[config.mk]
export PLATFORM = sky130hd
export DESIGN_NAME = lrrw_counts
export DESIGN_NICKNAME = d
export VERILOG_FILES = /design/src/rtl/lrrw_pkg.sv /design/src/rtl/lrrw_ram.sv /design/src/rtl/lrrw_counts.sv
export SDC_FILE = /design/constraint.sdc
export NUM_CORES = 1
export LEC_CHECK = 0
export ABC_AREA = 1
export BUFFER_PORTS_ARGS = -buffer_cell sky130_fd_sc_hd__buf_2
export CORE_MARGIN = 2
export CORE_UTILIZATION = 30
export DETAILED_ROUTE_END_ITERATION = 16
export GPL_ROUTABILITY_DRIVEN = 0
export GPL_TIMING_DRIVEN = 0
export HOLD_SLACK_MARGIN = 0.08
export SLEW_MARGIN = 20
export SYNTH_ARGS = -nofsm -noshare
export SYNTH_HDL_FRONTEND = slang
export SYNTH_SLANG_ARGS = --single-unit
[constraint.sdc]
create_clock -name i_clk -period 1.25 [get_ports i_clk]
set_input_delay 0.0625 -clock i_clk [delete_from_list [all_inputs] [get_ports i_clk]]
set_output_delay 0.0625 -clock i_clk [all_outputs]
set_load 0.02 [all_outputs]
[src/rtl/lrrw_pkg.sv]
// Package for the longest replaceable run window block.
// Sizes, payload types and the count-memory write bundle; no dependencies.
`timescale 1ns / 1ps
`default_nettype none

package lrrw_pkg;

    localparam int MAX_STRING_LENGTH = 1024;
    localparam int ALPHABET_SIZE     = 26;

    // Field widths fixed by the channel definitions
    localparam int LETTER_W  = 5;
    localparam int CFG_W     = 11;
    localparam int BEST_W    = 11;
    localparam int OUT_LIMIT = 2047;

    // Derived sizes
    localparam int CNT_W     = $clog2(MAX_STRING_LENGTH + 1);
    localparam int HIST_AW   = $clog2(MAX_STRING_LENGTH);
    localparam int LETTER_AW = $clog2(ALPHABET_SIZE);
    localparam int SUM_W     = ((CNT_W > CFG_W) ? CNT_W : CFG_W) + 1;

    typedef logic [LETTER_W-1:0]  t_letter;
    typedef logic [CFG_W-1:0]     t_cfg;
    typedef logic [BEST_W-1:0]    t_best;
    typedef logic [CNT_W-1:0]     t_cnt;
    typedef logic [HIST_AW-1:0]   t_hist_addr;
    typedef logic [LETTER_AW-1:0] t_letter_addr;
    typedef logic [SUM_W-1:0]     t_sum;

    // History entry: the letter and its running occurrence count in the string
    // up to and including this position.
    typedef struct packed {
        t_letter letter;
        t_cnt    occ;
    } t_hist;

    // Updates to the count memories from the working stage
    typedef struct packed {
        logic         clear;
        logic         inc_we;
        t_letter_addr inc_letter;
        t_cnt         inc_value;
        logic         dec_we;
        t_letter_addr dec_letter;
        t_cnt         dec_value;
    } t_cnt_wr;

endpackage

`default_nettype wire

[src/rtl/lrrw_ram.sv]
// Generic single-clock RAM: one write port, one registered read port.
// Write-first: a read of the address being written returns the new data.
`timescale 1ns / 1ps
`default_nettype none

module lrrw_ram #(
    parameter int WIDTH = 8,
    parameter int DEPTH = 16
) (
    input  wire logic                     i_clk,
    input  wire logic                     i_we,
    input  wire logic [$clog2(DEPTH)-1:0] i_waddr,
    input  wire logic [WIDTH-1:0]         i_wdata,
    input  wire logic                     i_re,
    input  wire logic [$clog2(DEPTH)-1:0] i_raddr,
    output logic      [WIDTH-1:0]         o_rdata
);

    logic [WIDTH-1:0] r_mem [DEPTH];
    logic [WIDTH-1:0] r_rdata;

    always_ff @(posedge i_clk) begin
        if (i_we) begin
            r_mem[i_waddr] <= i_wdata;
        end
    end

    always_ff @(posedge i_clk) begin
        if (i_re) begin
            if (i_we && (i_waddr == i_raddr)) begin
                r_rdata <= i_wdata;
            end else begin
                r_rdata <= r_mem[i_raddr];
            end
        end
    end

    assign o_rdata = r_rdata;

endmodule

`default_nettype wire

[src/rtl/lrrw_counts.sv]
// Per-letter counts: memories of letters entered and letters dropped,
// with a valid bit per letter that a new string clears. Depends on lrrw_pkg, lrrw_ram.
`timescale 1ns / 1ps
`default_nettype none

module lrrw_counts (
    input  wire logic                   i_clk,
    input  wire logic                   i_rst_n,
    input  wire logic                   i_rd_en,
    input  wire lrrw_pkg::t_letter_addr i_rd_letter,
    input  wire lrrw_pkg::t_letter_addr i_s1_letter,
    input  wire logic                   i_s1_start,
    input  wire lrrw_pkg::t_cnt_wr      i_wr,
    output lrrw_pkg::t_cnt              o_inc,
    output lrrw_pkg::t_cnt              o_dec
);
    import lrrw_pkg::*;

    logic [ALPHABET_SIZE-1:0] r_inc_v;
    logic [ALPHABET_SIZE-1:0] r_dec_v;
    logic [ALPHABET_SIZE-1:0] n_inc_v;
    logic [ALPHABET_SIZE-1:0] n_dec_v;
    t_cnt                     inc_rdata;
    t_cnt                     dec_rdata;

    lrrw_ram #(
        .WIDTH (CNT_W),
        .DEPTH (ALPHABET_SIZE)
    ) u_inc_ram (
        .i_clk   (i_clk),
        .i_we    (i_wr.inc_we),
        .i_waddr (i_wr.inc_letter),
        .i_wdata (i_wr.inc_value),
        .i_re    (i_rd_en),
        .i_raddr (i_rd_letter),
        .o_rdata (inc_rdata)
    );

    lrrw_ram #(
        .WIDTH (CNT_W),
        .DEPTH (ALPHABET_SIZE)
    ) u_dec_ram (
        .i_clk   (i_clk),
        .i_we    (i_wr.dec_we),
        .i_waddr (i_wr.dec_letter),
        .i_wdata (i_wr.dec_value),
        .i_re    (i_rd_en),
        .i_raddr (i_rd_letter),
        .o_rdata (dec_rdata)
    );

    always_comb begin
        n_inc_v = i_wr.clear ? '0 : r_inc_v;
        n_dec_v = i_wr.clear ? '0 : r_dec_v;
        if (i_wr.inc_we) begin
            n_inc_v[i_wr.inc_letter] = 1'b1;
        end
        if (i_wr.dec_we) begin
            n_dec_v[i_wr.dec_letter] = 1'b1;
        end
    end

    always_ff @(posedge i_clk) begin
        if (!i_rst_n) begin
            r_inc_v <= '0;
            r_dec_v <= '0;
        end else begin
            r_inc_v <= n_inc_v;
            r_dec_v <= n_dec_v;
        end
    end

    // Entries not written in this string read as zero
    assign o_inc = (!i_s1_start && r_inc_v[i_s1_letter]) ? inc_rdata : '0;
    assign o_dec = (!i_s1_start && r_dec_v[i_s1_letter]) ? dec_rdata : '0;

    // A letter's drop count is never valid without its entry count
    a_dec_le_inc: assert property (@(posedge i_clk) disable iff (!i_rst_n)
        (r_dec_v & ~r_inc_v) == '0)
        else $error("dec count valid without inc count");

endmodule

`default_nettype wire

==> out/results.ini, run 1 <==
[placed_design]
dp_slack_ps = -1060
dpl.cell_count = 3816
numPortBuffers = 67
hpwl_mm = 56.0
dpl-instance-area_um2 = 29300

[setup_path]
critPathSlowestCell = dfxtp_2
crit_start = r_dec_v[19]$_SDFF_PN0_
rr_worst_depth = 8
crit_path_frequent_cell = nand3_1
r2r_end = u_dec_ram.o_rdata[0]$_DFFE_PP_
critPathMaxStageDelay_ps = 340
end_kind = output port
worstPathCellList = inv_2, nand2_1, nand3_1, nand3_1, nand3_1, a21oi_2, nand2_4, buf_16, nor2_4, buf_6
cp.arrival_ps = 1980
worstPathRequired_ps = 1190
cp_max_fo = 5
reg2reg_from = u_dec_ram.r_mem[10][0]$_DFFE_PP_
crit_type = flop to output port
cp-start-kind = flop
reg2reg_setup_slack_ps = -180

[power_and_ir_drop]
cellLeakagePower_nw = 12.2
total_power_mw = 47.3
vdd_ir_drop_max_uv = 844
powerDensity_nw_per_um2 = 1440

[layout]
drive_gt1_share_pct = 17.8
synthToLayoutAreaGrowth_pct = 20.3
final_cells = 3978
final_cell_mix = 594 x edfxtp_1, 503 x nand2_1, 292 x nor2_1, 250 x inv_1, 244 x nand3_1
nFillCells = 8845
nets = 2795
final_util_pct = 36.4
final_common_cell = edfxtp_1
fin_area_um2 = 32800

[floorplan]
die_h_um = 305
die_area_um2 = 93200
fp.dieW_um = 305
ios = 71
rows = 110
fp.coreArea_um2 = 90000
start_util_pct = 30.2

[min_path]
min_to = u_inc_ram.r_mem[25][4]$_DFFE_PP_
min_from = i_wr[30]
hold_depth = 4
hold_path_class = input port to flop

[cts]
clock_latency_ps = 630
cts.root.buffer_cell = clkbuf_16
clockBufferDepth = 3
htreeDepth = 3
clk_pin_slew_ps = 70
cts_made_buffers = 68
cts_tree = done
cts.sink_count = 646

[drt]
wire_per_inst_um = 21.0
wl_mm = 83.6
vias = 19300
final_antenna_net_count = 0
remaining_drc_errors = 0
drtIter0Drc = 1975
firstDrtPassIters = 5
viasPerCell = 4.86

[timing]
setup_viol = 44
finClkSkew_ps = 38.7
worstMarginPinSlew_ps = 936
fin_setup_tns_ps = -20350
grt_setup_unrepaired = true
hold_viol = 0
clock.fmax_mhz = 491
slew_headroom_pct = 37.6
finalCriticalPeriod_ps = 2040
fin_hold_ws_ps = 87.3
layout_setup_ws_ps = -788
fin_crit_sh_pct = 163
finalMaxSlewViolations = 0

[global_routing]
grt_pass1_wl_mm = 122
grt_pass1_vias = 18800
grt_start_max_net_pins = 28
grt_antenna_before_repair = 7
track_usage_pct = 17.7
grt_overflow = 0

[run_status]
violations = negative setup slack
status = complete, but fails checks

[synth]
synth_cell_type_count = 24
syn_inst = 2570
synth-seq-cells = 646
syn_area_um2 = 27200
ys_seq_area_share_pct = 69.3
avgSynthCellArea_um2 = 10.6
yosys_warnings = 0
synth_nets = 2619

[run]
maxCapViolations = 0

critical path: cells and delay by family (launching register included):
kind / cells / cell delay (ps)
buf+inv: 3 / 320
flops: 1 / 340
compound gates: 1 / 180
simple gates: 6 / 520
cell type report:
class                           instances  area [um2]  share of cell area [%]
Clock inverter                         42         320                   0.978
Tap cell                             1176        1470                    4.49
Multi-Input combinational cell       1520        7520                    22.9
Timing Repair Buffer                  106         930                    2.84
Buffer                                143         877                    2.68
Inverter                              261         982                    3.00
Sequential cell                       646       18900                    57.7
Antenna cell                            2        5.00                  0.0153
Clock buffer                           82        1760                    5.38
synth_stat cells:
master,n,share of area [%]
a21oi_1,102,1.9
buf_1,15,0.21
buf_12,1,0.074
buf_2,61,1.1
buf_4,5,0.14
buf_6,15,0.62
clkbuf_1,46,0.63
clkinv_1,3,0.041
dfxtp_1,52,3.8
edfxtp_1,594,66
inv_1,254,3.5
inv_2,4,0.055
nand2_1,538,7.4
nand3_1,318,5.8
nand4_1,3,0.069
nor2_1,367,5.1
nor2_2,1,0.023
nor3_1,21,0.39
o2111ai_1,1,0.032
o211ai_1,43,1.2
o21ai_0,108,2.0
o21ai_1,12,0.22
or2_2,2,0.046
xnor2_1,4,0.13
where the power goes:
group | leakage, nW | internal (mW) | switching, mW
sequential | 5.79 | 23.9 | 0.0737
combinational | 5.38 | 1.12 | 2.82
clock | 1.01 | 10.8 | 8.63
total | 12.2 | 35.8 | 11.5
sequential cells by signal, summed over array words and instances, names as in the netlist:
name               flops
u_inc_ram.o_rdata     11
u_inc_ram.r_mem      286
u_dec_ram.o_rdata     11
r_inc_v               26
r_dec_v               26
u_dec_ram.r_mem      286
kinds of logic after synthesis:
kind of cell              Yosys count  synth area share, %
and+or+nand+nor                  1250                 18.8
DFF                               646                 69.3
buffers and inverters             404                 6.39
AOI/OAI and AO/OA                 266                 5.30
xor gates and xnor gates            4                0.129
worst max path at each step:
stage | end
final | o_dec[0]
after CTS | o_dec[8]
after global placement | u_inc_ram.o_rdata[10]$_DFFE_PP_
after floorplan | u_inc_ram.r_mem[14][0]$_DFFE_PP_
after detailed placement | u_inc_ram.o_rdata[10]$_DFFE_PP_
after global routing | o_dec[6]
timing repair:
item	CTS	global route
cloned	2	2
hold buffers	27	0
gates resized for setup	232	70
endpoints found under the setup margin	181	161
pin swaps	93	73
buffers inserted	1	4
endpoints found under the hold margin	609	0
per-layer routing:
metal | global-route usage, % | vias up | share of wire [%]
li1 | - | 9023 | -
met1 | 23.2 | 9398 | 41
met2 | 29.5 | 752 | 48
met3 | 3.06 | 148 | 7.7
met4 | 6.67 | 8 | 3.3
met5 | 0 | - | 0.065
Note: power is estimated with default switching activity, not from simulation.
==> run 2, diff against run 1 <==
SYNTH_HIERARCHICAL = 1   (was default)
==> run 2 against run 1 <==
Net effect: the flow still finishes with violations (negative setup slack); synthesized cell count is 5.8% higher; core utilization about the same; area after synthesis rose by 2.5%; critical endpoint is now o_inc[5]; largest power group unchanged; highest routed layer unchanged.
==> out/results.ini, run 2 <==
[floorplan]
ios = 71  ; unchanged
die_area_um2 = 95500  ; was 93,200 um2
rows = 111  ; was 110
fp.dieW_um = 309  ; was 305 um
fp.coreArea_um2 = 91900  ; was 90,000 um2
start_util_pct = 30.4  ; was 30.2%
die_h_um = 309  ; was 305 um

[synth]
synth_top_area_cell = edfxtp_1  ; unchanged
synth_edf_count = 594  ; unchanged
yosys-top-cells-count = 845 x nand2_1, 594 x edfxtp_1, 354 x nand3_1  ; was 594 x edfxtp_1, 538 x nand2_1, 367 x nor2_1
synthArstFlopShare_pct = 0  ; unchanged
syn_area_um2 = 27900  ; was 27,200 um2
ys_seq_area_share_pct = 67.6  ; was 69.3%
synth_nets = 2769  ; was 2,619
synth_top_area_share_pct = 63.9  ; was 65.5%
synth-seq-cells = 646  ; unchanged
synthFlopType = edfxtp_1  ; unchanged
synth_cell_type_count = 25  ; was 24
synth_most_common_cell = nand2_1  ; was edfxtp_1
yosys_warnings = 6  ; was 0
avgSynthCellArea_um2 = 10.3  ; was 10.6 um2
synth.area.top_cells = edfxtp_1 64%, nand2_1 11%, nand3_1 6.3%  ; was edfxtp_1 66%, nand2_1 7.4%, nand3_1 5.8%
syn_inst = 2720  ; was 2,570

[drt]
remaining_drc_errors = 0  ; unchanged
firstDrtPassIters = 6  ; was 5
viasPerCell = 4.74  ; was 4.86
final_antenna_net_count = 0  ; unchanged
wire_per_inst_um = 18.6  ; was 21.0 um
wl_mm = 78.2  ; was 83.6 mm
vias = 19900  ; was 19,300
drtIter0Drc = 1917  ; was 1,975

[timing]
fin_crit_sh_pct = 168  ; was 163%
layout_setup_ws_ps = -844  ; was -788 ps
finClkSkew_ps = 28.4  ; was 38.7 ps
grt_setup_unrepaired = true  ; unchanged
hold_viol = 0  ; unchanged
setup_viol = 56  ; was 44
finalCriticalPeriod_ps = 2090  ; was 2040 ps
finalMaxSlewViolations = 0  ; unchanged
worstMarginPinSlew_ps = 989  ; was 936 ps
clock.fmax_mhz = 478  ; was 491 MHz
slew_headroom_pct = 33.8  ; was 37.6%

[power_and_ir_drop]
comb_power_share_pct = 8.2  ; was 8.3%
total_power_mw = 47.5  ; was 47.3 mW
p_sw_share_pct = 23.9  ; was 24.3%
p_clk_share_pct = 41.3  ; was 41.0%
p_int_mw = 36.1  ; was 35.8 mW
powerDensity_nw_per_um2 = 1420  ; was 1440 nW/um2
cellLeakagePower_nw = 12.8  ; was 12.2 nW
vdd_ir_drop_max_uv = 797  ; was 844 uV
switching_power_mw = 11.4  ; was 11.5 mW
p_seq_share_pct = 50.5  ; was 50.7%

[placed_design]
numPortBuffers = 67  ; unchanged
hpwl_mm = 51.1  ; was 56.0 mm

[setup_path]
end_kind = output port  ; unchanged
cp-start-kind = flop  ; unchanged
cp_max_fo = 5  ; unchanged
cp.arrival_ps = 2030  ; was 1980 ps
worstPathRequired_ps = 1190  ; about the same
crit_type = flop to output port  ; unchanged

[global_routing]
track_usage_pct = 16.3  ; was 17.7%
grt_overflow = 0  ; unchanged
grt_pass1_vias = 18900  ; was 18,800
grt_antenna_before_repair = 9  ; was 7
grt_pass1_wl_mm = 117  ; was 122 mm
grt_start_max_net_pins = 28  ; unchanged

[cts]
clock_latency_ps = 630  ; about the same
clk_pin_slew_ps = 60  ; was 70 ps
cts_made_buffers = 70  ; was 68
cts.sink_count = 646  ; unchanged
htreeDepth = 3  ; unchanged
clockBufferDepth = 3  ; unchanged
cts_tree = done  ; unchanged
cts.root.buffer_cell = clkbuf_16  ; unchanged

[layout]
final_common_cell = nand2_1  ; was edfxtp_1
register_area_um2 = 18900  ; about the same
nets = 2948  ; was 2,795
nFillCells = 9065  ; was 8,845
multi_input_area_um2 = 8000  ; was 7520 um2
drive_gt1_share_pct = 16.6  ; was 17.8%
final_util_pct = 36.4  ; about the same
reg.largest.list = u_dec_ram/r_mem (286), u_inc_ram/r_mem (286)  ; was u_dec_ram.r_mem (286), u_inc_ram.r_mem (286)
synthToLayoutAreaGrowth_pct = 19.8  ; was 20.3%
final_cell_mix = 820 x nand2_1, 594 x edfxtp_1, 276 x nand3_1, 270 x inv_1, 156 x nor2_1  ; was 594 x edfxtp_1, 503 x nand2_1, 292 x nor2_1, 250 x inv_1, 244 x nand3_1

[run]
maxCapViolations = 0  ; unchanged

[min_path]
hold_path_class = input port to flop  ; unchanged

[run_status]
violations = negative setup slack  ; unchanged
status = complete, but fails checks  ; unchanged

run 2: cell count changes in the layout (fill, tap and decap cells not counted), sizes merged, moves of 3 or more:
cell | before | now
a22oi | 0 | 20
inv | 264 | 284
nand3 | 318 | 356
o21ai | 120 | 66
nor2 | 368 | 233
a21oi | 102 | 82
nand2 | 538 | 845
clkinvlp | 5 | 2
clkinv | 31 | 25
dlygate4sd3 | 25 | 37
o211ai | 43 | 22
run 2: path summary, 6_finish.rpt:
check,start,endpoint,slack [ps],depth (start not counted)
hold reg to reg,r_dec_v[9]$_SDFF_PN0_,r_dec_v[9]$_SDFF_PN0_,460,2
setup / recovery,r_inc_v[13]$_SDFF_PN0_,o_inc[5],-840,10
hold / removal,i_wr[33],r_inc_v[18]$_SDFF_PN0_,130,5
setup reg to reg,u_inc_ram/r_mem[10][5]$_DFFE_PP_,u_inc_ram/o_rdata[5]$_DFFE_PP_,-210,8
run 2: per-layer routing:
metal	share of wire, %	global-route usage, %	vias up
met2	47	26.6	737
met5	0.060	0	-
met4	3.3	6.02	8
li1	-	-	9435
met1	42	21.3	9563
met3	7.4	3.25	149
run 2: cells by family after synthesis:
logic type	synth area share (%)
XOR/XNOR	0.126
AND/OR/NAND/NOR	21.5
flip-flops	67.6
buffers and inverters	6.85
AO/OA/AOI/OAI	3.84
run 2: repair_timing:
item / in CTS / in global routing
setup endpoints to repair: 330 / 259
pin swaps: 73 / 56
hold buffers: 38 / 0
setup buffers: 1 / 0
gates cloned: 1 / 1
gates resized for setup: 189 / 124
endpoints found under the hold margin: 646 / 0
run 2: worst max-delay path: stages (launching register included):
cell and delay [ps]:
dfxtp_2 350, nand2_2 50, nand3_1 70, nand2_1 70, nor2_2 120, nor2_2 50, nand2_2 70, nand3_4 150
buf_12 200, nor2_4 140, buf_6 140
run 2: cell type report:
class                           instances  area share, %
Tap cell                             1243           4.65
Antenna cell                            2         0.0150
Inverter                              280           3.17
Multi-Input combinational cell       1653           23.9
Timing Repair Buffer                  107           2.69
Buffer                                141           2.60
Sequential cell                       646           56.5
Clock inverter                         33          0.845
Clock buffer                           91           5.60
run 2: through the flow:
step | std cells | TNS [ps] | hold WS [ps] | instance area (um2) | worst slack (ps)
2_1_floorplan | 2720 | 0 | 161 | 27900 | 25.8
3_3_place_gp | 4030 | -400070 | 449 | 29800 | -1020
3_5_place_dp | 4030 | -413000 | 450 | 29800 | -963
4_1_cts | 4194 | -23780 | 30.4 | 33000 | -878
5_1_grt | 4196 | -25710 | 144 | 33400 | -956
6_report | 4196 | -20250 | 129 | 33400 | -844
run 2: power by group through the flow:
stage	sequential [mW]	combinational [mW]	clock (mW)
floorplan	24.4	1.89	0
global placement	24.4	3.37	0
detailed placement	24.5	3.39	0
CTS	24.0	3.73	19.9
global route	24.0	4.22	20.7
finish	24.0	3.89	19.6
