[src/rtl/lrrw_ram.sv]
// Generic single-clock RAM: one write port, one registered read port.
// Write-first: a read of the address being written returns the new data.
`timescale 1ns / 1ps
`default_nettype none

module lrrw_ram #(
    parameter int WIDTH = 8,
    parameter int DEPTH = 16
) (
    input  wire logic                     i_clk,
    input  wire logic                     i_we,
    input  wire logic [$clog2(DEPTH)-1:0] i_waddr,
    input  wire logic [WIDTH-1:0]         i_wdata,
    input  wire logic                     i_re,
    input  wire logic [$clog2(DEPTH)-1:0] i_raddr,
    output logic      [WIDTH-1:0]         o_rdata
);

    logic [WIDTH-1:0] r_mem [DEPTH];
    logic [WIDTH-1:0] r_rdata;

    always_ff @(posedge i_clk) begin
        if (i_we) begin
            r_mem[i_waddr] <= i_wdata;
        end
    end

    always_ff @(posedge i_clk) begin
        if (i_re) begin
            if (i_we && (i_waddr == i_raddr)) begin
                r_rdata <= i_wdata;
            end else begin
                r_rdata <= r_mem[i_raddr];
            end
        end
    end

    assign o_rdata = r_rdata;

endmodule

`default_nettype wire

[config.mk]
export PLATFORM = sky130hd
export DESIGN_NAME = lrrw_ram
export DESIGN_NICKNAME = d
export VERILOG_FILES = /design/src/rtl/lrrw_ram.sv
export SDC_FILE = /design/constraint.sdc
export NUM_CORES = 1
export LEC_CHECK = 0
export CORE_MARGIN = 4
export CORE_UTILIZATION = 63
export DETAILED_ROUTE_END_ITERATION = 12
export DONT_BUFFER_PORTS = 1
export GPL_TIMING_DRIVEN = 0
export PLACE_DENSITY = 0.83
export RECOVER_POWER = 100
export SKIP_LAST_GASP = 1
export SYNTH_ARGS = -nofsm -noshare
export SYNTH_HDL_FRONTEND = slang
export SYNTH_SLANG_ARGS = --single-unit
[constraint.sdc]
create_clock -name i_clk -period 2.8 [get_ports i_clk]
set_clock_uncertainty 0.05 [all_clocks]
set_input_delay 0.56 -clock i_clk [delete_from_list [all_inputs] [get_ports i_clk]]
set_output_delay 0.56 -clock i_clk [all_outputs]
set_load 0.05 [all_outputs]
==> parameters.txt, run 1 <==
Parameter                              Value

Drt
  Post-detailed-route DRC marker count ... 0
  Post-detailed-route count of antenna-violating nets ... 0
  Final wirelength ... 11,100 um
  Starting DRT DRC Count ... 345
  Via-to-Cell Ratio ... 6.60
  Iteration count of the initial detailed-routing pass ... 5
  Vias after detailed routing ... 2,496
  Detailed-route wire length per cell ... 29.3 um

Worst setup path
  Crit path largest cell delay ... 0.62 ns
  Slack of the worst reg-to-reg path ... 0.92 ns
  Kind of start point of the critical path ... input port
  Required time worst endpoint ... 3.02 ns
  Nature of the critical path endpoint ... register
  R2R Path End ... o_rdata[3]
  Cell-by-cell trace of the critical path ... clkbuf_1 > clkbuf_1 > mux4_2 > mux2i_1 > mux2i_1 > mux2_2
  Reg2Reg Launch Point ... r_mem[4][3]
  CP Class ... in -> reg
  Worst path arrival time ... 2.51 ns
  Maximum fanout along the worst path ... 10
  Reg2Reg Depth ... 4
  Critical-path cell with the highest stage delay ... clkbuf_1

Yosys
  Average size of a mapped cell ... 22.6 um2
  Count of distinct cell types in the synthesized netlist ... 19
  Share of Yosys cell area claimed by the top area cell type ... 74.5%
  Post-synthesis sequential area ratio ... 74.5%
  Post-synthesis sequential element count ... 136
  Synth top area cells ... edfxtp_1, mux4_1, mux2i_1
  Leading cell type by number of instances after synthesis ... edfxtp_1
  Largest area contributor in the netlist ... edfxtp_1
  Post-synth EDFFs ... 136
  Most used DFF post-synth ... edfxtp_1
  Total standard cell area after synthesis ... 5480 um2
  Most instantiated cells after synthesis ... edfxtp_1, mux2i_1, mux4_1
  Warning count from the yosys run ... 0
  Post-synth net total ... 261
  Cell count after synthesis ... 242
  Async S/R FF share, synth ... 0%

Die
  Row Count ... 33
  Die X ... 101 um
  Initial core utilization ... 65.7%
  Overall die height ... 101 um
  Area of the core ... 8340 um2
  I/O pins ... 27
  Die area ... 10,300 um2

Power
  Net Switching ... 1.01 mW
  Part of the total power dissipated in sequential elements ... 48.5%
  Combinational cell fraction of total power ... 4.1%
  Switching Share ... 20.8%
  Peak supply drop ... 0.585 mV
  Internal portion of total power ... 3.84 mW
  Cell Pwr Density ... 779 nW/um2
  Static leakage ... 2.09 nW
  Clock network power share ... 47.4%

Timing
  Headroom to the max-slew limit ... 8.48%
  Part of the cycle the worst path needs ... 81.7%
  Min Clock Period, post-route ... 2.29 ns
  Setup violation total in the final timing report ... 0
  Transition at the pin with the smallest max-transition slack ... 1.36 ns
  Worst hold slack ... 0.0778 ns
  Final-report hold violation count ... 0
  Count of pins over their slew limit ... 0
  Peak Freq ... 437 MHz
  Setup repair after global routing missed its margin ... false
  Setup Total Neg Slack ... 0 ns
  PnR worst setup slack ... 0.511 ns

Final layout
  Share of final-layout standard cells stronger than drive strength 1 ... 20.9%
  Total Nets Final ... 280
  Total of fill cells in the finished design ... 441
  Antenna diode instance count ... 0
  Area growth from synthesis to final layout ... 13.6%
  Cell Count, Final, Fillers Out ... 378
  Fraction of the core area covered by cells at the end of the flow ... 74.6%

Clock network
  Clock Path Buffers ... 2
  Clock tree sinks ... 136
  Clock tree from TritonCTS ... done
  Number of buffers inserted to repair setup after CTS ... 0
  Buffer cell driving the clock tree root ... clkbuf_8
  Count of hold buffers inserted by post-cts repair ... 0
  Clock input transition at the sequential cells of the worst setup and hold paths ... 0.06 ns
  Number of instances resized during post-cts repair ... 0
  CTS H-Tree Depth ... 4
  Clk_lat worst skew ... 0.52 ns
  CTS Buf Count ... 17

Worst hold path
  Number of cells on the worst hold path ... 0
  Hold path startpoint ... i_wdata[7]
  Worst hold path class ... in -> reg
  Hold-critical path endpoint ... r_mem[6][7]

Global routing
  Vias in the first global route ... 2,588
  First-pass GRT wire length ... 16,400 um
  Gr ovfl total ... 0
  Global Route Usage Sum ... 23.5%
  Number of antenna violations at the first check in global routing ... 0
  Maximum number of pins on one net before global-route repair ... 18

Job
  Number of max-cap violations ... 0

Placed design
  Global placer's final weighted congestion ... 0.806
  Number of input and output port buffers inserted ... 0
  Pre-CTS WS ... 0.153 ns
  Total instance count after detailed placement ... 347
  HPWL reported at the end of detailed placement ... 6500 um

Run status
  Run status ... completed
## cell families after synthesis
| family | count (synthesis) | share of synthesized area [%] |
|---|---|---|
| AND/OR/NAND/NOR | 25 | 2.47 |
| flip-flops | 136 | 74.5 |
| XOR/XNOR | 4 | 0.639 |
| multiplexers | 64 | 20.8 |
| buffers and inverters | 13 | 1.62 |
## cell type report
class	count	area [um2]	share of cell area (%)
multi-input combinational	93	1310	21.0
clock buffer	17	414	6.65
tap	105	131	2.11
sequential	136	4080	65.6
clock inverter	14	199	3.20
buffer	13	87.6	1.41
## power groups by stage
| stage | clock network [mW] | registers, mW | logic [mW] |
|---|---|---|---|
| 6_report | 2.30 | 2.35 | 0.200 |
| 5_1_grt | 2.41 | 2.35 | 0.213 |
| 4_1_cts | 2.31 | 2.35 | 0.200 |
| 3_5_place_dp | 0 | 2.39 | 0.196 |
| 3_3_place_gp | 0 | 2.39 | 0.192 |
| 2_1_floorplan | 0 | 2.39 | 0.150 |
## placed cells by master, fill, tap and decap left out, drive strengths merged
cell type,count
clkbuf,23
nand2,2
nand3,1
clkinv,4
nor4,1
nor2,12
inv,2
nand2b,2
nor3,4
clkinvlp,4
xnor2,1
nand3b,2
edfxtp,136
or3b,1
mux2i,24
mux4,32
bufinv,4
buf,7
mux2,8
xor2,3
## registers in the layout, summed over array words and instances, names as in the netlist
register	flops
r_mem	128
o_rdata	8
## routing by layer
layer  track usage (%)  up-vias  part of all wire, %  wire length [um]
met2              34.6      141                   48              5330
met1              32.5     1274                   39              4360
met5                 0        -                    0                 0
li1                  -     1067                    -                 -
met3              8.26       14                   11              1220
met4              9.92        0                  1.3               145
## critical path: cells and delay by family
| family | cells | cell delay [ns] |
|---|---|---|
| buffers and inverters | 2 | 0.89 |
| muxes | 4 | 1.06 |
## stage by stage
stage	cell area, um2	power (mW)
finish	6220	4.85
global route	6220	4.98
CTS	6220	4.86
detailed placement	5610	2.59
global placement	5610	2.58
floorplan	5480	2.54
## worst max path at each step
stage / start / endpoint / slack [ns] / cells past startpoint
3_3_place_gp: i_raddr[3] / o_rdata[1] / 0.18 / 6
3_5_place_dp: i_raddr[3] / o_rdata[4] / 0.15 / 6
6_report: i_raddr[3] / o_rdata[3] / 0.51 / 6
5_1_grt: i_raddr[3] / o_rdata[3] / 0.39 / 6
4_1_cts: i_raddr[3] / o_rdata[3] / 0.63 / 6
2_1_floorplan: i_raddr[0] / o_rdata[1] / 0.69 / 6
Power figures use the tool's default switching activity.
==> run 2, diff against run 1 <==
--- a/config.mk
+++ b/config.mk
@@ -5,12 +5,13 @@
 export SDC_FILE = /design/constraint.sdc
 export NUM_CORES = 1
 export LEC_CHECK = 0
+export ABC_AREA = 1
 export CORE_MARGIN = 4
-export CORE_UTILIZATION = 63
+export CORE_UTILIZATION = 57
 export DETAILED_ROUTE_END_ITERATION = 12
 export DONT_BUFFER_PORTS = 1
 export GPL_TIMING_DRIVEN = 0
-export PLACE_DENSITY = 0.83
+export PLACE_DENSITY = 0.79
 export RECOVER_POWER = 100
 export SKIP_LAST_GASP = 1
 export SYNTH_ARGS = -nofsm -noshare
==> constraint.sdc (replaced) <==
create_clock -name i_clk -period 1.91 [get_ports i_clk]
set_clock_uncertainty 0.05 [all_clocks]
set_input_delay 0.382 -clock i_clk [delete_from_list [all_inputs] [get_ports i_clk]]
set_output_delay 0.382 -clock i_clk [all_outputs]
set_load 0.05 [all_outputs]
==> run 2 against run 1 <==
Wire length is 39% higher. Largest cell class unchanged. Critical path depth grew 3. Design area rose by 9.0%. Register-to-register slack lost 0.37 ns. Flip-flop and latch count unchanged. Synthesized cell count is 140% higher.
==> parameters.txt, run 2 <==
Parameter                              Value

Global routing
  Vias in the first global route ... 4,178
  Number of antenna violations at the first check in global routing ... 0
  Fraction of met3 tracks used by global routing ... 6.08%
  Met1 Usage GRT ... 33.3%
  Met2 Resource Use GR ... 41.2%
  Global Route Usage Sum ... 25.4%
  First-pass GRT wire length ... 23,000 um
  Maximum number of pins on one net before global-route repair ... 17
  Gr ovfl total ... 0
  Grt peak-use layer ... met2

Yosys
  Largest area contributor in the netlist ... edfxtp_1
  Post-synthesis sequential area ratio ... 68.0%
  Share of Yosys cell area claimed by the top area cell type ... 68.0%
  Cell count after synthesis ... 585
  Post-synth EDFFs ... 136
  Post-synthesis sequential element count ... 136
  Async S/R FF share, synth ... 0%
  Most used DFF post-synth ... edfxtp_1
  Count of distinct cell types in the synthesized netlist ... 16
  Leading cell type by number of instances after synthesis ... nand2_1
  Post-synth net total ... 604
  Total standard cell area after synthesis ... 6000 um2
  Most instantiated cells after synthesis ... nand2_1, edfxtp_1, inv_1, nand3_1, nor2_1
  Warning count from the yosys run ... 0
  Average size of a mapped cell ... 10.3 um2
  Synth top area cells ... edfxtp_1, nand2_1, nand3_1

Worst setup path
  Kind of start point of the critical path ... input port
  CP Class ... in -> reg
  Worst path arrival time ... 1.83 ns
  Required time worst endpoint ... 2.13 ns
  Slack of the worst reg-to-reg path ... 0.55 ns
  Maximum fanout along the worst path ... 10
  Nature of the critical path endpoint ... register

Die
  I/O pins ... 27
  Initial core utilization ... 58.4%
  Overall die height ... 111 um
  Area of the core ... 10,300 um2
  Die area ... 12,200 um2
  Row Count ... 37
  Die X ... 111 um

Drt
  Post-detailed-route DRC marker count ... 0
  Final wirelength ... 15,400 um
  Post-detailed-route count of antenna-violating nets ... 0
  Vias after detailed routing ... 4,247
  Detailed-route wire length per cell ... 20.2 um
  Iteration count of the initial detailed-routing pass ... 7
  Starting DRT DRC Count ... 530
  Via-to-Cell Ratio ... 5.58

Power
  Static leakage ... 2.90 nW
  Peak supply drop ... 0.697 mV
  Cell Pwr Density ... 1010 nW/um2

Clock network
  Buffer cell driving the clock tree root ... clkbuf_8
  Number of instances resized during post-cts repair ... 0
  Clock tree from TritonCTS ... done
  Number of buffers inserted to repair setup after CTS ... 0
  Clock Path Buffers ... 2
  Clock input transition at the sequential cells of the worst setup and hold paths ... 0.06 ns
  CTS H-Tree Depth ... 4
  Count of hold buffers inserted by post-cts repair ... 9
  CTS Buf Count ... 17
  Clock tree sinks ... 136
  Clk_lat worst skew ... 0.52 ns

Worst hold path
  Worst hold path class ... in -> reg

Placed design
  Total instance count after detailed placement ... 721
  Pre-CTS WS ... -0.0187 ns
  Global placer's final weighted congestion ... 0.993
  HPWL reported at the end of detailed placement ... 9420 um
  Number of input and output port buffers inserted ... 0

Timing
  Transition at the pin with the smallest max-transition slack ... 0.925 ns
  Setup repair after global routing missed its margin ... false
  PnR worst setup slack ... 0.299 ns
  Setup violation total in the final timing report ... 0
  Headroom to the max-slew limit ... 38.1%
  Final-report hold violation count ... 0
  Count of pins over their slew limit ... 0
  Min Clock Period, post-route ... 1.61 ns
  Part of the cycle the worst path needs ... 84.4%
  Peak Freq ... 621 MHz

Final layout
  Antenna diode instance count ... 0
  Cell Count, Final, Fillers Out ... 761
  Area growth from synthesis to final layout ... 13.1%
  Commonest cells after routing, fill and taps aside ... nand2_1, edfxtp_1, inv_1
  Commonest non-fill, non-tap cell in the layout ... nand2_1
  Total of fill cells in the finished design ... 773
  Number of flip-flops under the largest register name ... 128
  Total Nets Final ... 632
  Share of final-layout standard cells stronger than drive strength 1 ... 8.64%
  Largest register by flop count ... r_mem

Job
  Number of max-cap violations ... 0

Run status
  Run status ... completed
-- run 2: cell type report --
class,count,area (um2),share of cell area [%]
sequential,136,4080,60.2
multi-input combinational,320,1390,20.5
clock buffer,18,418,6.16
inverter,105,394,5.81
tap,136,170,2.51
buffer,24,133,1.95
clock inverter,13,106,1.57
timing repair buffer,9,90.1,1.33
-- run 2: where the power goes --
| group | leakage, nW | internal [mW] | switching [mW] |
|---|---|---|---|
| clock | 0.252 | 1.71 | 1.23 |
| sequential | 1.24 | 3.37 | 0.0727 |
| combinational | 1.41 | 0.125 | 0.335 |
-- run 2: stage by stage --
| stage | TNS, ns | utilization [%] | cell area, um2 | hold slack [ns] | power [mW] |
|---|---|---|---|---|---|
| floorplan | 0 | - | 6000 | 0.431 | 3.77 |
| global placement | -0.0625 | 60.1 | 6170 | 0.432 | 3.87 |
| detailed placement | -0.0483 | 60.1 | 6170 | 0.432 | 3.89 |
| CTS | 0 | 66.0 | 6790 | 0.0461 | 6.82 |
| global route | 0 | 66.0 | 6790 | 0.0810 | 7.01 |
| finish | 0 | 66.0 | 6790 | 0.0619 | 6.84 |
-- run 2: path summary, 6_finish.rpt --
| path | start | to | depth (start not counted) |
|---|---|---|---|
| worst max-delay path | i_raddr[0] | o_rdata[2] | 9 |
| worst min register to register | r_mem[0][2] | o_rdata[2] | 8 |
| worst min-delay path | i_wdata[1] | o_rdata[1] | 2 |
| worst max register to register | r_mem[9][6] | o_rdata[6] | 8 |
-- run 2: logic make-up after synthesis --
logic type	after synthesis	synth area share, %
buffers and inverters	129	8.78
AND/OR/NAND/NOR	315	22.3
flip-flops	136	68.0
AO/OA/AOI/OAI	5	0.834
-- run 2: worst max-delay path: stages --
cell and delay [ns]:
inv_1 0.25, clkbuf_1 0.50, nand2_1 0.13, nand3_1 0.12
nand3_1 0.09, nand3_1 0.16, nand2_1 0.07, nand2_1 0.06
nand2_1 0.05
-- run 2: per-layer routing --
metal  vias to the layer above  part of all wire, %
met4                         0                  2.8
li1                       1963                    -
met2                       239                   48
met5                         -                    0
met3                        39                  9.9
met1                      2006                   39
==> run 3, diff against run 2 <==
==> constraint.sdc (replaced) <==
create_clock -name i_clk -period 1.4 [get_ports i_clk]
set_clock_uncertainty 0.05 [all_clocks]
set_input_delay 0.28 -clock i_clk [delete_from_list [all_inputs] [get_ports i_clk]]
set_output_delay 0.28 -clock i_clk [all_outputs]
set_load 0.05 [all_outputs]
==> run 3 against run 2 <==
The run now ends with setup timing left. Via count up 0.35%. Setup slack got worse by 0.40 ns. Critical path depth down 9.
==> parameters.txt, run 3 (synthesis results as in run 2) <==
Parameter                              Value

Run status
  Run status ... finished with violations
  Violations in the final reports ... setup timing

Worst setup path
  Reg2Reg Launch Point ... r_mem[8][0]
  R2R Path End ... o_rdata[0]
  Slack of the worst reg-to-reg path ... 0.04 ns
  Required time worst endpoint ... 1.07 ns
  Worst path arrival time ... 1.17 ns
  Nature of the critical path endpoint ... output port
  Kind of start point of the critical path ... register
  Reg2Reg Depth ... 8
  CP Class ... reg -> out
  Maximum fanout along the worst path ... 1

Final layout
  Total of fill cells in the finished design ... 767
  Antenna diode instance count ... 0
  Post-route standard cell area excluding fillers ... 6900 um2
  Largest register by flop count ... r_mem
  Share of final-layout standard cells stronger than drive strength 1 ... 10.4%
  Total Nets Final ... 632
  Area growth from synthesis to final layout ... 14.9%
  Sequential cell area ... 4080 um2
  Number of flip-flops under the largest register name ... 128
  Commonest non-fill, non-tap cell in the layout ... nand2_1
  Cell Count, Final, Fillers Out ... 761
  Commonest cells after routing, fill and taps aside ... nand2_1, edfxtp_1, inv_1
  Area taken by multi-input logic gates ... 1420 um2

Global routing
  First-pass GRT wire length ... 23,200 um
  Gr ovfl total ... 0
  Global Route Usage Sum ... 25.7%
  Met2 Resource Use GR ... 42.8%
  Met1 Usage GRT ... 31.8%
  Fraction of met3 tracks used by global routing ... 6.47%
  Number of antenna violations at the first check in global routing ... 0
  Grt peak-use layer ... met2
  Vias in the first global route ... 4,125
  Maximum number of pins on one net before global-route repair ... 18

Drt
  Final wirelength ... 15,200 um
  Vias after detailed routing ... 4,262
  Via-to-Cell Ratio ... 5.60
  Iteration count of the initial detailed-routing pass ... 5
  Post-detailed-route count of antenna-violating nets ... 0
  Starting DRT DRC Count ... 539
  Post-detailed-route DRC marker count ... 0
  Detailed-route wire length per cell ... 20.0 um

Placed design
  HPWL reported at the end of detailed placement ... 9450 um
  Global placer's final weighted congestion ... 0.962
  Total instance count after detailed placement ... 721
  Number of input and output port buffers inserted ... 0
  Instance area after placement ... 6180 um2

Worst hold path
  Hold path startpoint ... i_wdata[0]
  Number of cells on the worst hold path ... 2
  Worst hold path class ... in -> reg
  Hold-critical path endpoint ... o_rdata[0]

Clock network
  Clk_lat worst skew ... 0.52 ns
  CTS H-Tree Depth ... 4
  Clock input transition at the sequential cells of the worst setup and hold paths ... 0.06 ns
  Clock tree sinks ... 136
  Buffer cell driving the clock tree root ... clkbuf_8
  Clock Path Buffers ... 2
  Clock tree from TritonCTS ... done
  Number of buffers inserted to repair setup after CTS ... 0
  CTS Buf Count ... 17

Timing
  Setup repair after global routing missed its margin ... true
  Setup Total Neg Slack ... -0.643 ns
  Peak Freq ... 666 MHz
  Worst hold slack ... 0.0153 ns
  PnR worst setup slack ... -0.101 ns
  Headroom to the max-slew limit ... 30.9%
  Setup violation total in the final timing report ... 8
  Part of the cycle the worst path needs ... 107%
  Final-report hold violation count ... 0
  Min Clock Period, post-route ... 1.50 ns
  Count of pins over their slew limit ... 0
  Transition at the pin with the smallest max-transition slack ... 1.04 ns

Die
  Overall die height ... 111 um
  Die X ... 111 um
  Area of the core ... 10,300 um2
  Initial core utilization ... 58.4%
  Row Count ... 37
  I/O pins ... 27
  Die area ... 12,200 um2

Power
  Peak supply drop ... 1.08 mV
  Static leakage ... 2.95 nW
  Cell Pwr Density ... 1440 nW/um2

Job
  Number of max-cap violations ... 0
## run 3: repair_timing
item | in CTS | in global routing
setup endpoints to repair | 8 | 15
pin swaps | 0 | 1
resized for setup | 0 | 9
endpoints found under the hold margin | 143 | 0
hold buffers | 9 | 0
## run 3: worst max path at each step
stage | from | end | slack [ns] | cells after the start
after CTS | o_rdata[5] | o_rdata[5] | -0.11 | 0
final | o_rdata[5] | o_rdata[5] | -0.10 | 0
after detailed placement | i_raddr[0] | o_rdata[2] | -0.46 | 9
after global placement | i_raddr[0] | o_rdata[2] | -0.45 | 9
after global routing | o_rdata[5] | o_rdata[5] | -0.13 | 0
after floorplan | i_raddr[2] | o_rdata[0] | 0.01 | 7
## run 3: area by class of cell
| class | instances | area share, % |
|---|---|---|
| flip-flops and latches | 136 | 59.2 |
| inverters | 105 | 5.71 |
| multi-input cells | 320 | 20.6 |
| plain buffers | 24 | 1.96 |
| repair buffers | 9 | 1.22 |
| clock buffers | 17 | 6.01 |
| well taps | 136 | 2.47 |
| clock inverters | 14 | 2.85 |
## run 3: per-stage QoR
| step | util (%) | power, mW | worst slack, ns |
|---|---|---|---|
| CTS | 66.9 | 9.93 | -0.113 |
| global placement | 60.1 | 5.29 | -0.447 |
| floorplan | - | 5.14 | 0.0118 |
| finish | 67.1 | 9.95 | -0.101 |
| detailed placement | 60.1 | 5.31 | -0.458 |
| global route | 67.1 | 10.2 | -0.131 |
## run 3: layer usage
metal / wire (um) / up-vias / part of all wire (%)
li1: - / 1971 / -
met1: 5540 / 1989 / 36
met2: 7560 / 259 / 50
met3: 1560 / 43 / 10
met4: 582 / 0 / 3.8
met5: 0 / - / 0
## run 3: where the power goes
part / internal, mW / leakage, nW / total (mW) / switching (mW)
sequential: 4.59 / 1.24 / 4.70 / 0.101
combinational: 0.172 / 1.42 / 0.641 / 0.469
clock: 2.90 / 0.293 / 4.61 / 1.71
## run 3: worst register-to-register path, stage by stage (launching register included)
cell      delay [ns]
edfxtp_1        0.37
nand2_1         0.09
nand2_1         0.07
nand2_1         0.07
nand3_1         0.10
nand3_1         0.10
nand2_1         0.07
nand2_1         0.09
nand2_1         0.09
